**src/hdl/pal_pkg.sv**
```systemverilog
// package for the piecewise amplitude leveller: item and config types,
// segment tables, rounding helpers and the segment offset calculation
// no dependencies
package pal_pkg;

	// field widths
	localparam int SMP_W   = 24;
	localparam int THR_W   = 23;
	localparam int PASS_W  = 3;
	localparam int CNT_W   = 4;
	localparam int GAIN_W  = 15;
	localparam int MAG_W   = 24;
	localparam int PROD_W  = GAIN_W + MAG_W;
	localparam int FRAC_W  = 14;
	localparam int RND_W   = PROD_W - FRAC_W;
	localparam int OFFS_W  = 26;
	localparam int OFFS_XW = OFFS_W + 2;
	localparam int VAL_W   = 28;
	localparam int SEGMENTS = 6;
	localparam int SEG_W   = 3;
	localparam int DATA_W  = 32;
	localparam int ADDR_W  = 3;

	// the segment whose breakpoint is the noise threshold
	localparam int NOISE_SEG = 1;

	// reset register values
	localparam logic [THR_W-1:0]  THR_RESET    = 23'd839;
	localparam logic [PASS_W-1:0] PASSES_RESET = 3'd2;

	// gains, Q1.14, segment 0 in the low slot
	localparam logic [SEGMENTS-1:0][GAIN_W-1:0] SEG_GAIN = {
		15'd13107, 15'd16384, 15'd19661, 15'd19661, 15'd16384, 15'd13107
	};

	// breakpoints, Q1.23; the noise slot is replaced by the register
	localparam logic [SEGMENTS-1:0][MAG_W-1:0] SEG_LIMIT = {
		24'd8388608, 24'd4194304, 24'd2516582, 24'd838861, 24'd0, 24'd839
	};

	// output magnitude when no breakpoint covers the sample, 0.99 in Q1.23
	localparam logic [MAG_W-1:0] CLIP_099 = 24'd8304722;

	// rounding constant for the Q1.14 gain products
	localparam logic [PROD_W:0] ROUND_HALF = (PROD_W+1)'(8192);

	// saturation bounds of a 24 bit sample
	localparam logic signed [VAL_W-1:0] SAT_HI = VAL_W'(8388607);
	localparam logic signed [VAL_W-1:0] SAT_LO = VAL_W'(-8388608);

	// register indexes on the config port
	typedef enum logic {
		REG_NOISE_THRESHOLD = 1'b0,
		REG_NUM_PASSES      = 1'b1
	} pal_reg_t;

	typedef logic signed [OFFS_W-1:0] offs_t;
	typedef offs_t [SEGMENTS-1:0] offs_arr_t;

	// config seen by every cell
	typedef struct packed {
		logic [THR_W-1:0] threshold;
		offs_arr_t        offsets;
	} pal_cfg_t;

	typedef struct packed {
		logic signed [SMP_W-1:0] sample_in;
		logic                    last_in;
	} pal_in_t;

	typedef struct packed {
		logic signed [SMP_W-1:0] sample_out;
		logic                    last_out;
	} pal_out_t;

	// item handed from cell to cell
	typedef struct packed {
		logic signed [SMP_W-1:0] sample;
		logic                    last;
	} pal_smp_t;

	// round half up of a gain product, elaboration time only
	function automatic longint rnd_gain(input longint g, input longint x);
		return (g * x + 64'sd8192) >>> 14;
	endfunction

	// fixed parts of the offset chain
	localparam longint K_ADJ0 = rnd_gain(longint'(SEG_GAIN[0]), longint'(SEG_LIMIT[0]));
	localparam longint K_OFF1 = K_ADJ0 - rnd_gain(longint'(SEG_GAIN[1]),
		longint'(SEG_LIMIT[0]));
	localparam longint K_D3 = rnd_gain(longint'(SEG_GAIN[2]), longint'(SEG_LIMIT[2]))
		- rnd_gain(longint'(SEG_GAIN[3]), longint'(SEG_LIMIT[2]));
	localparam longint K_D4 = rnd_gain(longint'(SEG_GAIN[3]), longint'(SEG_LIMIT[3]))
		- rnd_gain(longint'(SEG_GAIN[4]), longint'(SEG_LIMIT[3]));
	localparam longint K_D5 = rnd_gain(longint'(SEG_GAIN[4]), longint'(SEG_LIMIT[4]))
		- rnd_gain(longint'(SEG_GAIN[5]), longint'(SEG_LIMIT[4]));

	// segment offsets for a threshold; only segment two onwards moves with it,
	// and every offset stays well inside 26 bits so no saturation is reached
	function automatic offs_arr_t calc_offs(input logic [THR_W-1:0] thr);
		logic [PROD_W-1:0]         prod;
		logic [PROD_W:0]           rsum;
		logic signed [OFFS_XW-1:0] adj1;
		logic signed [OFFS_XW-1:0] off2;
		logic signed [OFFS_XW-1:0] off4;
		logic signed [OFFS_XW-1:0] off5;
		offs_arr_t                 offs;
		prod = PROD_W'(SEG_GAIN[NOISE_SEG+1]) * PROD_W'(thr);
		rsum = {1'b0, prod} + ROUND_HALF;
		// unity gain on the noise segment, so its product is the threshold itself
		adj1 = OFFS_XW'(K_OFF1) + OFFS_XW'(thr);
		off2 = adj1 - OFFS_XW'(rsum[PROD_W-1:FRAC_W]);
		off4 = off2 + OFFS_XW'(K_D3 + K_D4);
		off5 = off4 + OFFS_XW'(K_D5);
		offs[0] = '0;
		offs[1] = OFFS_W'(K_OFF1);
		offs[2] = OFFS_W'(off2);
		offs[3] = OFFS_W'(off2 + OFFS_XW'(K_D3));
		offs[4] = OFFS_W'(off4);
		offs[5] = OFFS_W'(off5);
		return offs;
	endfunction

	localparam offs_arr_t OFFS_RESET = calc_offs(THR_RESET);

endpackage

```
**src/hdl/pal_cell.sv**
```systemverilog
// one pass of the levelling curve: segment search and gain product, then
// offset, sign and saturation (or pass-through when not active), two register stages with stall handshake
// depends on pal_pkg
module pal_cell import pal_pkg::*; (
	input  logic     clk,
	input  logic     arst_n,
	input  logic     active,
	input  pal_cfg_t cfg,
	input  logic     up_valid,
	output logic     up_stall,
	input  pal_smp_t up_item,
	output logic     dn_valid,
	input  logic     dn_stall,
	output pal_smp_t dn_item
);

	logic valid_s1, valid_s2;
	logic stall_s1, stall_s2;

	logic [PROD_W-1:0] prod_s1;
	logic [SEG_W-1:0]  seg_s1;
	logic              hit_s1;
	logic              neg_s1;
	pal_smp_t          item_s1;
	pal_smp_t          item_s2;

	logic              neg;
	logic [MAG_W-1:0]  mag;
	logic [MAG_W-1:0]  lim;
	logic [SEG_W-1:0]  seg;
	logic              hit;
	logic [PROD_W-1:0] prod;

	logic [PROD_W:0]          rsum;
	logic signed [VAL_W-1:0]  val;
	logic signed [VAL_W-1:0]  sval;
	logic [SMP_W-1:0]         lev;
	pal_smp_t                 next_s2;

	// stall ripples back only through full stages
	assign stall_s2 = valid_s2 && dn_stall;
	assign stall_s1 = valid_s1 && stall_s2;
	assign up_stall = stall_s1;
	assign dn_valid = valid_s2;
	assign dn_item  = item_s2;

	// magnitude and first segment whose breakpoint covers it
	always_comb begin
		neg = up_item.sample[SMP_W-1];
		mag = neg ? MAG_W'(-up_item.sample) : MAG_W'(up_item.sample);
		seg = '0;
		hit = 1'b0;
		lim = '0;
		for (int f = SEGMENTS - 1; f >= 0; f--) begin
			lim = (f == NOISE_SEG) ? MAG_W'(cfg.threshold) : SEG_LIMIT[f];
			if (mag <= lim) begin
				seg = SEG_W'(f);
				hit = 1'b1;
			end
		end
		prod = PROD_W'(SEG_GAIN[seg]) * PROD_W'(mag);
	end

	// round, add offset, restore sign and saturate
	always_comb begin
		rsum = {1'b0, prod_s1} + ROUND_HALF;
		if (hit_s1) begin
			val = VAL_W'(rsum[PROD_W-1:FRAC_W]) + VAL_W'($signed(cfg.offsets[seg_s1]));
		end else begin
			val = VAL_W'(CLIP_099);
		end
		sval = neg_s1 ? -val : val;
		if (sval > SAT_HI) begin
			lev = SMP_W'(SAT_HI);
		end else if (sval < SAT_LO) begin
			lev = SMP_W'(SAT_LO);
		end else begin
			lev = sval[SMP_W-1:0];
		end
		next_s2.sample = active ? lev : item_s1.sample;
		next_s2.last   = item_s1.last;
	end

	// stage valid flags
	always_ff @(posedge clk or negedge arst_n) begin
		if (!arst_n) begin
			valid_s1 <= 1'b0;
			valid_s2 <= 1'b0;
		end else begin
			if (!stall_s1) begin
				valid_s1 <= up_valid;
			end
			if (!stall_s2) begin
				valid_s2 <= valid_s1;
			end
		end
	end

	// stage payload
	always_ff @(posedge clk) begin
		if (up_valid && !stall_s1) begin
			prod_s1 <= prod;
			seg_s1  <= seg;
			hit_s1  <= hit;
			neg_s1  <= neg;
			item_s1 <= up_item;
		end
		if (valid_s1 && !stall_s2) begin
			item_s2 <= next_s2;
		end
	end

endmodule

```
**config.mk**
```make
export PLATFORM = sky130hd
export DESIGN_NAME = pal_cell
export DESIGN_NICKNAME = d
export VERILOG_FILES = /design/src/hdl/pal_pkg.sv /design/src/hdl/pal_cell.sv
export SDC_FILE = /design/constraint.sdc
export NUM_CORES = 1
export LEC_CHECK = 0
export ABC_AREA = 0
export BUFFER_PORTS_ARGS = -buffer_cell sky130_fd_sc_hd__buf_4
export CORE_UTILIZATION = 45
export CTS_BUF_LIST = sky130_fd_sc_hd__clkbuf_8
export DETAILED_ROUTE_END_ITERATION = 16
export PLACE_DENSITY = 0.67
export SETUP_SLACK_MARGIN = 0.05
export SLEW_MARGIN = 20
export SYNTH_ARGS = -nofsm -noshare
export SYNTH_HDL_FRONTEND = slang
export SYNTH_SLANG_ARGS = --single-unit
```
**constraint.sdc**
```tcl
create_clock -name clk -period 5.9 [get_ports clk]
set_clock_uncertainty 0.15 [all_clocks]
set_input_delay 1.77 -clock clk [delete_from_list [all_inputs] [get_ports clk]]
set_output_delay 1.77 -clock clk [all_outputs]
set_load 0.01 [all_outputs]
```
==> run summary, run 1 <==
post-synthesis sequential element count: 82
Lkg Pwr: 0.0129 uW
FF-to-FF path depth: 22
Port Buffers: 235
CP Data Required Time: 5900 ps
htree depth: 3
initial antenna violation count: 1
period utilization: 184%
clk_lat worst skew: 410 ps
power per cell area: 567 nW/um^2
GRT Util Overall: 30.8%
crit-path max FO: 5
Final setup viols: 49
Hold Path Origin: item_s1[0]
max-slew violation count: 0
WL per Instance: 19.8 um
first-pass GRT wire length: 97.3 mm
minimum clock period: 10880 ps
most common library cells after synthesis: inv_1 (353), fa_1 (280), nand2_1 (160), ha_1 (153), nor2_1 (104)
dpl cell area: 24600 um^2
hpwl dp: 53.2 mm
post-synthesis instance total: 1917
placement row count: 73
layout cells sized above 1: 41.8%
max-capacitance violation count: 0
RSZ-0062 raised after global routing: yes
die width: 203 um
r2r endpoint: dn_item[7]
Crit path arrival time: 10880 ps
via-per-instance ratio: 5.40
floorplan core area: 39700 um^2
Placed Cells: 3088
Top Ports: 236
antenna diode count: 0
antenna-violating nets left: 0
post-route cell area: 26500 um^2
clk buf depth: 2
Synth top area share: 30.9%
via count: 17100
clk slew on worst S/H paths: 100 ps
largest net degree at the start of global routing: 49
failing checks: negative setup slack
Crit-path slowest cell: fa_1
yosys warns: 0
reg2reg start: seg_s1[0]
mapped cell area: 18100 um^2
Min-Delay Endpoint: dn_item[0]
Root Buffer: clkbuf_8
Max Fclk: 0.0919 GHz
Synth async-reset ratio: 2.44%
CTS buffer count: 9
outcome: finished, violations left
Hold Crit Depth: 0
Initial Util: 45.6%
setup_tns: -127320 ps
Hold Slack: 287 ps
vias in the first global route: 17700
GR Overflow Total: 0
area delta synth->final: 46.3%
Non-Filler Instances: 3164
fin worst setup slack: -4980 ps
relative slew slack: 32.7%
CTS Hold Bufs: 0
Crit. End Element: register
drt drc: 0
clk sinks: 82
area of the multi-input gates: 15800 um^2
leading area contributor after synthesis: fa_1
Die Area: 41100 um^2
CTS tree: done
Crit path largest cell delay: 590 ps
routability cong.: 0.962
top-count cell post-synth: inv_1
Least-Margin Pin Slew: 1010 ps
final hold violations: 0
Synth area leaders: fa_1 (31%), edfxtp_1 (13%), ha_1 (11%), inv_1 (7.3%), nand2_1 (3.3%)
number of enable flip-flop cells after synthesis: 80
Netlist cell types: 86
FILL cells: 3062
final WL: 62.5 mm
Peak VDD IR: 1280 uV
r2r setup slk: 20 ps
Die Height: 203 um
syn_area_per_cell: 9.46 um^2
DR pass1 iterations: 5
ys flop type: edfxtp_1
dpl ws: -5690 ps
critical path class: in -> reg
Reg area: 2450 um^2
crit path launch type: input pin
First DRT Iteration DRCs: 1080
sequential fraction of the synthesis area: 13.5%
worst min path class: reg -> reg
nets: 3276
where the power goes:
group          internal [uW]  switching [uW]  total, uW
Combinational           6670            6800      13500
Clock                    156             248        404
Sequential              1040             119       1160
area by class of cell:
type / count / share of cell area (%)
tap: 525 / 2.48
clock inverter: 7 / 0.198
timing repair buffer: 755 / 22.7
inverter: 356 / 5.18
sequential: 82 / 9.25
multi-input combinational: 1430 / 59.7
clock buffer: 9 / 0.467
layout by cell type, fill, tap and decap left out, types with 29 or more instances in the layout:
cell type	Yosys	routed
buf_4	0	710
inv_1	353	313
fa_1	280	266
ha_1	153	132
nand2_1	160	123
nor2_1	104	90
edfxtp_1	80	80
xnor2_1	68	61
a21oi_1	68	47
o21ai_0	70	43
a21o_1	40	40
mux2i_1	33	33
inv_2	0	31
xor2_1	38	30
nand3_1	35	29
logic make-up (layout without fill, tap and decap cells):
family                     Yosys count  after routing  synth area share [%]
muxes                               64             64                  5.36
buffers and inverters              416           1127                  8.66
and+or+nand+nor                    482            482                  13.1
xor gates and xnor gates           107            107                  5.24
AOI/OAI and AO/OA                  331            331                  12.6
adders and majority gates          433            433                  41.5
DFF                                 82             82                  13.5
other                                2             13                0.0414
repair_timing:
| item | in CTS | in global routing |
|---|---|---|
| setup endpoints to repair | 50 | 50 |
| buffers inserted | 33 | 25 |
| hold endpoints to repair | 0 | 0 |
| pin swaps | 31 | 73 |
| gates resized for setup | 95 | 172 |
| cloned | 5 | 2 |
worst max-delay path: cells and delay by family:
kind                     cells  cell delay (ps)
AO/OA/AOI/OAI               13             2530
AND/OR/NAND/NOR              7             1160
XOR/XNOR                     2              410
adder cells (fa/ha/maj)      8             3620
buffers and inverters       12             1390
through the flow:
stage	power [uW]	util [%]
after global routing	16300	66.8
after CTS	13900	64.5
final	15000	66.8
after detailed placement	12800	61.9
after floorplan	7550	-
after global placement	12500	61.9
per-layer routing:
metal  wire [um]  GRT usage [%]
met5           0              0
met4        1580           7.12
met3        4520           6.10
met2       29700           50.2
met1       26700           42.3
how the worst max path moves through the flow:
| stage | startpoint | endpoint | slack [ps] | cells after the start |
|---|---|---|---|---|
| after floorplan | up_item[5] | prod_s1[36] | -4980 | 38 |
| after global placement | up_item[14] | prod_s1[36] | -5590 | 43 |
| after detailed placement | up_item[14] | prod_s1[36] | -5690 | 43 |
| after CTS | up_item[14] | prod_s1[34] | -4970 | 44 |
| after global routing | up_item[8] | prod_s1[36] | -5350 | 44 |
| final | up_item[8] | prod_s1[36] | -4980 | 42 |
state kept, by name, indices dropped and copies added, names as in the netlist:
signal    count
dn_valid      1
item_s1      24
seg_s1        3
prod_s1      26
valid_s1      1
hit_s1        1
neg_s1        1
dn_item      25
Note: power is estimated with default switching activity, not from simulation.
==> run 2, diff against run 1 <==
- PLACE_DENSITY: 0.67 -> unset
- clock period: 5.9 -> 11.2 ns (I/O delays scaled with it)
==> run 2 against run 1 <==
The run still ends with negative setup slack left. Via count decreased by 5.9%. Die area unchanged. Highest routed layer is now met5. Hold slack gained 6.4 ps. Register-to-register slack improved by 4000 ps.
==> run summary, run 2 (synthesized netlist as in run 1, its figures left out) <==
outcome: finished, violations left
failing checks: negative setup slack
Hold Crit Depth: 0
vias in the first global route: 16800
Crit. End Element: register
crit path launch type: input pin
clk sinks: 82
Max Fclk: 0.0807 GHz
clk_lat worst skew: 400 ps
Crit path largest cell delay: 570 ps
die width: 203 um
Peak VDD IR: 849 uV
Crit-path slowest cell: fa_1
RSZ-0062 raised after global routing: yes
CTS Hold Bufs: 0
largest net degree at the start of global routing: 56
layout cells sized above 1: 35.8%
critical path class: in -> reg
clk buf depth: 2
final WL: 61.4 mm
Die Height: 203 um
Die Area: 41100 um^2
Largest register FFs: 26
most frequent cells in the layout: buf_4 (572), inv_1 (311), fa_1 (265)
fin worst setup slack: -1200 ps
nets: 3126
initial antenna violation count: 4
CTS buffer count: 9
largest register by flop count: prod_s1
htree depth: 3
Reg area: 2450 um^2
period utilization: 111%
Least-Margin Pin Slew: 951 ps
antenna-violating nets left: 0
Port Buffers: 235
routability cong.: 1.01
power per cell area: 284 nW/um^2
max-capacitance violation count: 0
crit-path max FO: 5
FF-to-FF path depth: 19
drt drc: 0
GRT Util Overall: 30.8%
minimum clock period: 12400 ps
setup_tns: -19660 ps
FILL cells: 3375
Crit path arrival time: 12400 ps
crit-path most repeated cell: fa_1
antenna diode count: 0
Hold Slack: 293 ps
CTS tree: done
most common cell after layout, fill and taps aside: buf_4
WL per Instance: 20.4 um
Lkg Pwr: 0.0121 uW
Top Ports: 236
DR pass1 iterations: 5
Initial Util: 45.6%
relative slew slack: 36.6%
CP Data Required Time: 11200 ps
Final setup viols: 25
final hold violations: 0
placement row count: 73
Root Buffer: clkbuf_8
GR Overflow Total: 0
hpwl dp: 53.9 mm
floorplan core area: 39700 um^2
first-pass GRT wire length: 95.7 mm
clk slew on worst S/H paths: 100 ps
max-slew violation count: 0
dpl cell area: 23600 um^2
via-per-instance ratio: 5.33
post-route cell area: 24800 um^2
area delta synth->final: 37.0%
worst min path class: reg -> reg
First DRT Iteration DRCs: 925
area of the multi-input gates: 15400 um^2
via count: 16100
==> run 2: cell types whose count changed in the layout (fill, tap and decap cells not counted), sizes merged <==
cell,change
buf,-151
clkinvlp,-2
clkbuf,+1
clkinv,+2
==> run 2: repair_timing <==
item                       in CTS  in global routing
setup endpoints to repair      26                 26
resized for setup              72                100
pin swaps                      65                 62
gates cloned                    0                  2
buffers inserted               19                 13
==> run 2: routing by layer <==
layer  vias up  track usage, %  share of wire, %
li1       7576               -                 -
met5         -               0             0.081
met2       489            47.0                46
met4         8            6.28               1.8
met3        71            9.00               7.9
met1      7925            43.4                45
==> run 2: power breakdown <==
| group | switching (uW) | internal [uW] | leakage (uW) | total [uW] |
|---|---|---|---|---|
| clock network | 132 | 86.5 | 0.0000955 | 219 |
| logic | 3310 | 2920 | 0.0112 | 6230 |
| registers | 58.2 | 549 | 0.000786 | 607 |
| total | 3500 | 3550 | 0.0121 | 7050 |
==> run 2: per-stage QoR <==
stage | util [%] | setup slack [ps] | instances | total power (uW)
detailed placement | 59.5 | -1940 | 2969 | 6340
global placement | 59.5 | -1860 | 2969 | 6280
CTS | 61.1 | -1160 | 3002 | 6790
global route | 62.5 | -1500 | 3014 | 7710
floorplan | - | -1270 | 1928 | 3950
finish | 62.5 | -1200 | 3014 | 7050
==> run 2: critical path, delay by kind of cell <==
| kind | cells | cell delay (ps) |
|---|---|---|
| buffers and inverters | 8 | 970 |
| AOI/OAI and AO/OA | 13 | 2280 |
| adders and majority gates | 8 | 3530 |
| and+or+nand+nor | 9 | 2000 |
| xor gates and xnor gates | 2 | 240 |
==> run 2: final cells by class <==
type                            instances  area share [%]
Inverter                              356            5.58
Clock inverter                          7           0.282
Sequential cell                        82            9.87
Multi-Input combinational cell       1430            62.0
Clock buffer                            9           0.499
Tap cell                              525            2.64
Timing Repair Buffer                  605            19.2
==> run 2: final timing paths <==
check / start / end / slack (ps)
max: up_item[16] / prod_s1[36] / -1200
min: item_s1[0] / dn_item[0] / 290
max reg2reg: seg_s1[0] / dn_item[18] / 4030
min reg2reg: item_s1[0] / dn_item[0] / 290
max in group asynchronous: arst_n / dn_valid / 8240
min in group asynchronous: arst_n / valid_s1 / 2570
==> run 3, diff against run 2 <==
- GPL_ROUTABILITY_DRIVEN: unset -> 0
- PLACE_DENSITY: unset -> 0.67
- clock period: 11.2 -> 11.5 ns (I/O delays scaled with it)
==> run 3 against run 2 <==
The run still ends with negative setup slack left. Flip-flop and latch count did not move. Combinational power fell by 5.3%. Via count rose by 2.2%. Clock-buffer cell count did not move. Register-to-register slack improved by 340 ps. Worst setup slack improved by 110 ps. Sequential share of layout area barely moved. Non-clock buffer count fell by 3. Die area did not move. Hold slack got worse by 2.0 ps. Final cell count barely moved. Critical endpoint is now prod_s1[32].
==> run summary, run 3 (synthesized netlist as in run 1, its figures left out) <==
outcome: finished, violations left
failing checks: negative setup slack
vias in the first global route: 17300
floorplan core area: 39700 um^2
DR pass1 iterations: 5
most common cell after layout, fill and taps aside: buf_4
FILL cells: 3173
Max Fclk: 0.0794 GHz
Least-Margin Pin Slew: 1080 ps
Port Buffers: 235
Hold Path Origin: item_s1[0]
Top Ports: 236
max-slew violation count: 0
via count: 16400
worst min path class: reg -> reg
Crit. End Element: register
WL per Instance: 19.4 um
CTS Hold Bufs: 0
RSZ-0062 raised after global routing: yes
GR Overflow Total: 0
Crit-path slowest cell: fa_1
most frequent cells in the layout: buf_4 (573), inv_1 (316), fa_1 (271)
Final setup viols: 26
dpl ws: -1630 ps
largest net degree at the start of global routing: 56
CTS buffer count: 9
final WL: 58.4 mm
crit path launch type: input pin
Largest register FFs: 26
Util after Layout: 62.3%
Hold Slack: 291 ps
drt drc: 0
Crit path arrival time: 12590 ps
Min-Delay Endpoint: dn_item[0]
die width: 203 um
Final Total Pwr: 6710 uW
nets: 3123
Initial Util: 45.6%
clk sinks: 82
Hold Crit Depth: 0
r2r setup slk: 4370 ps
Crit path largest cell delay: 580 ps
reg2reg start: seg_s1[0]
crit-path max FO: 7
fin worst setup slack: -1090 ps
Root Buffer: clkbuf_8
largest register by flop count: prod_s1
Peak VDD IR: 330 uV
Die Height: 203 um
period utilization: 109%
Die Area: 41100 um^2
antenna-violating nets left: 0
CP Data Required Time: 11500 ps
layout cells sized above 1: 35.0%
first-pass GRT wire length: 92.1 mm
FF-to-FF path depth: 18
First DRT Iteration DRCs: 1101
Lkg Pwr: 0.0121 uW
placement row count: 73
critical path class: in -> reg
antenna diode count: 0
clk slew on worst S/H paths: 90 ps
r2r endpoint: dn_item[1]
clk buf depth: 2
GRT Util Overall: 28.9%
hpwl dp: 49.8 mm
relative slew slack: 27.6%
max-capacitance violation count: 0
CTS tree: done
area delta synth->final: 36.5%
crit-path most repeated cell: fa_1
power per cell area: 271 nW/um^2
clk_lat worst skew: 410 ps
htree depth: 3
minimum clock period: 12590 ps
via-per-instance ratio: 5.45
final hold violations: 0
initial antenna violation count: 1
[run 3: timing repair]
action	in CTS	in global routing
pin swaps	66	58
resized for setup	69	91
endpoints found under the setup margin	26	26
setup buffers	21	19
gates cloned	1	1
[run 3: layout make-up]
class	count	area [um^2]	share of cell area, %
Sequential cell	82	2450	9.91
Clock inverter	7	76.3	0.308
Multi-Input combinational cell	1430	15300	62.0
Clock buffer	9	124	0.501
Inverter	356	1380	5.58
Timing Repair Buffer	602	4720	19.1
Tap cell	525	657	2.65
[run 3: power breakdown]
part           total [uW]  switching [uW]  internal, uW
sequential            589            53.8           535
combinational        5900            3130          2760
clock                 229             126           103
[run 3: per-stage QoR]
| step | cell area [um^2] | std cells | setup TNS (ps) |
|---|---|---|---|
| 6_report | 24700 | 3011 | -19070 |
| 2_1_floorplan | 18900 | 1928 | -12170 |
| 5_1_grt | 24700 | 3011 | -26390 |
| 3_5_place_dp | 23500 | 2955 | -28490 |
| 3_3_place_gp | 23500 | 2955 | -29970 |
| 4_1_cts | 24200 | 2993 | -14310 |
[run 3: worst max-delay path by stage]
stage	from	end	slack, ps	depth (start not counted)
finish	up_item[16]	prod_s1[32]	-1090	43
global route	up_item[1]	prod_s1[32]	-1410	45
CTS	up_item[1]	prod_s1[36]	-1000	46
detailed placement	up_item[1]	prod_s1[36]	-1630	42
global placement	up_item[14]	prod_s1[36]	-1680	42
floorplan	up_item[5]	prod_s1[36]	-1070	38
[run 3: layer usage]
layer  GRT usage, %  vias up  share of wire (%)
met5              0        -              0.022
met4           8.43        2                2.7
met3           5.92      106                7.7
met2           46.7      626                 48
met1           39.1     8117                 42
li1               -     7568                  -
[run 3: critical path: cells and delay by family]
| kind | cells | cell delay [ps] |
|---|---|---|
| adder cells (fa/ha/maj) | 8 | 3500 |
| AO/OA/AOI/OAI | 13 | 2300 |
| AND/OR/NAND/NOR | 10 | 2140 |
| buffers and inverters | 10 | 960 |
| XOR/XNOR | 2 | 250 |
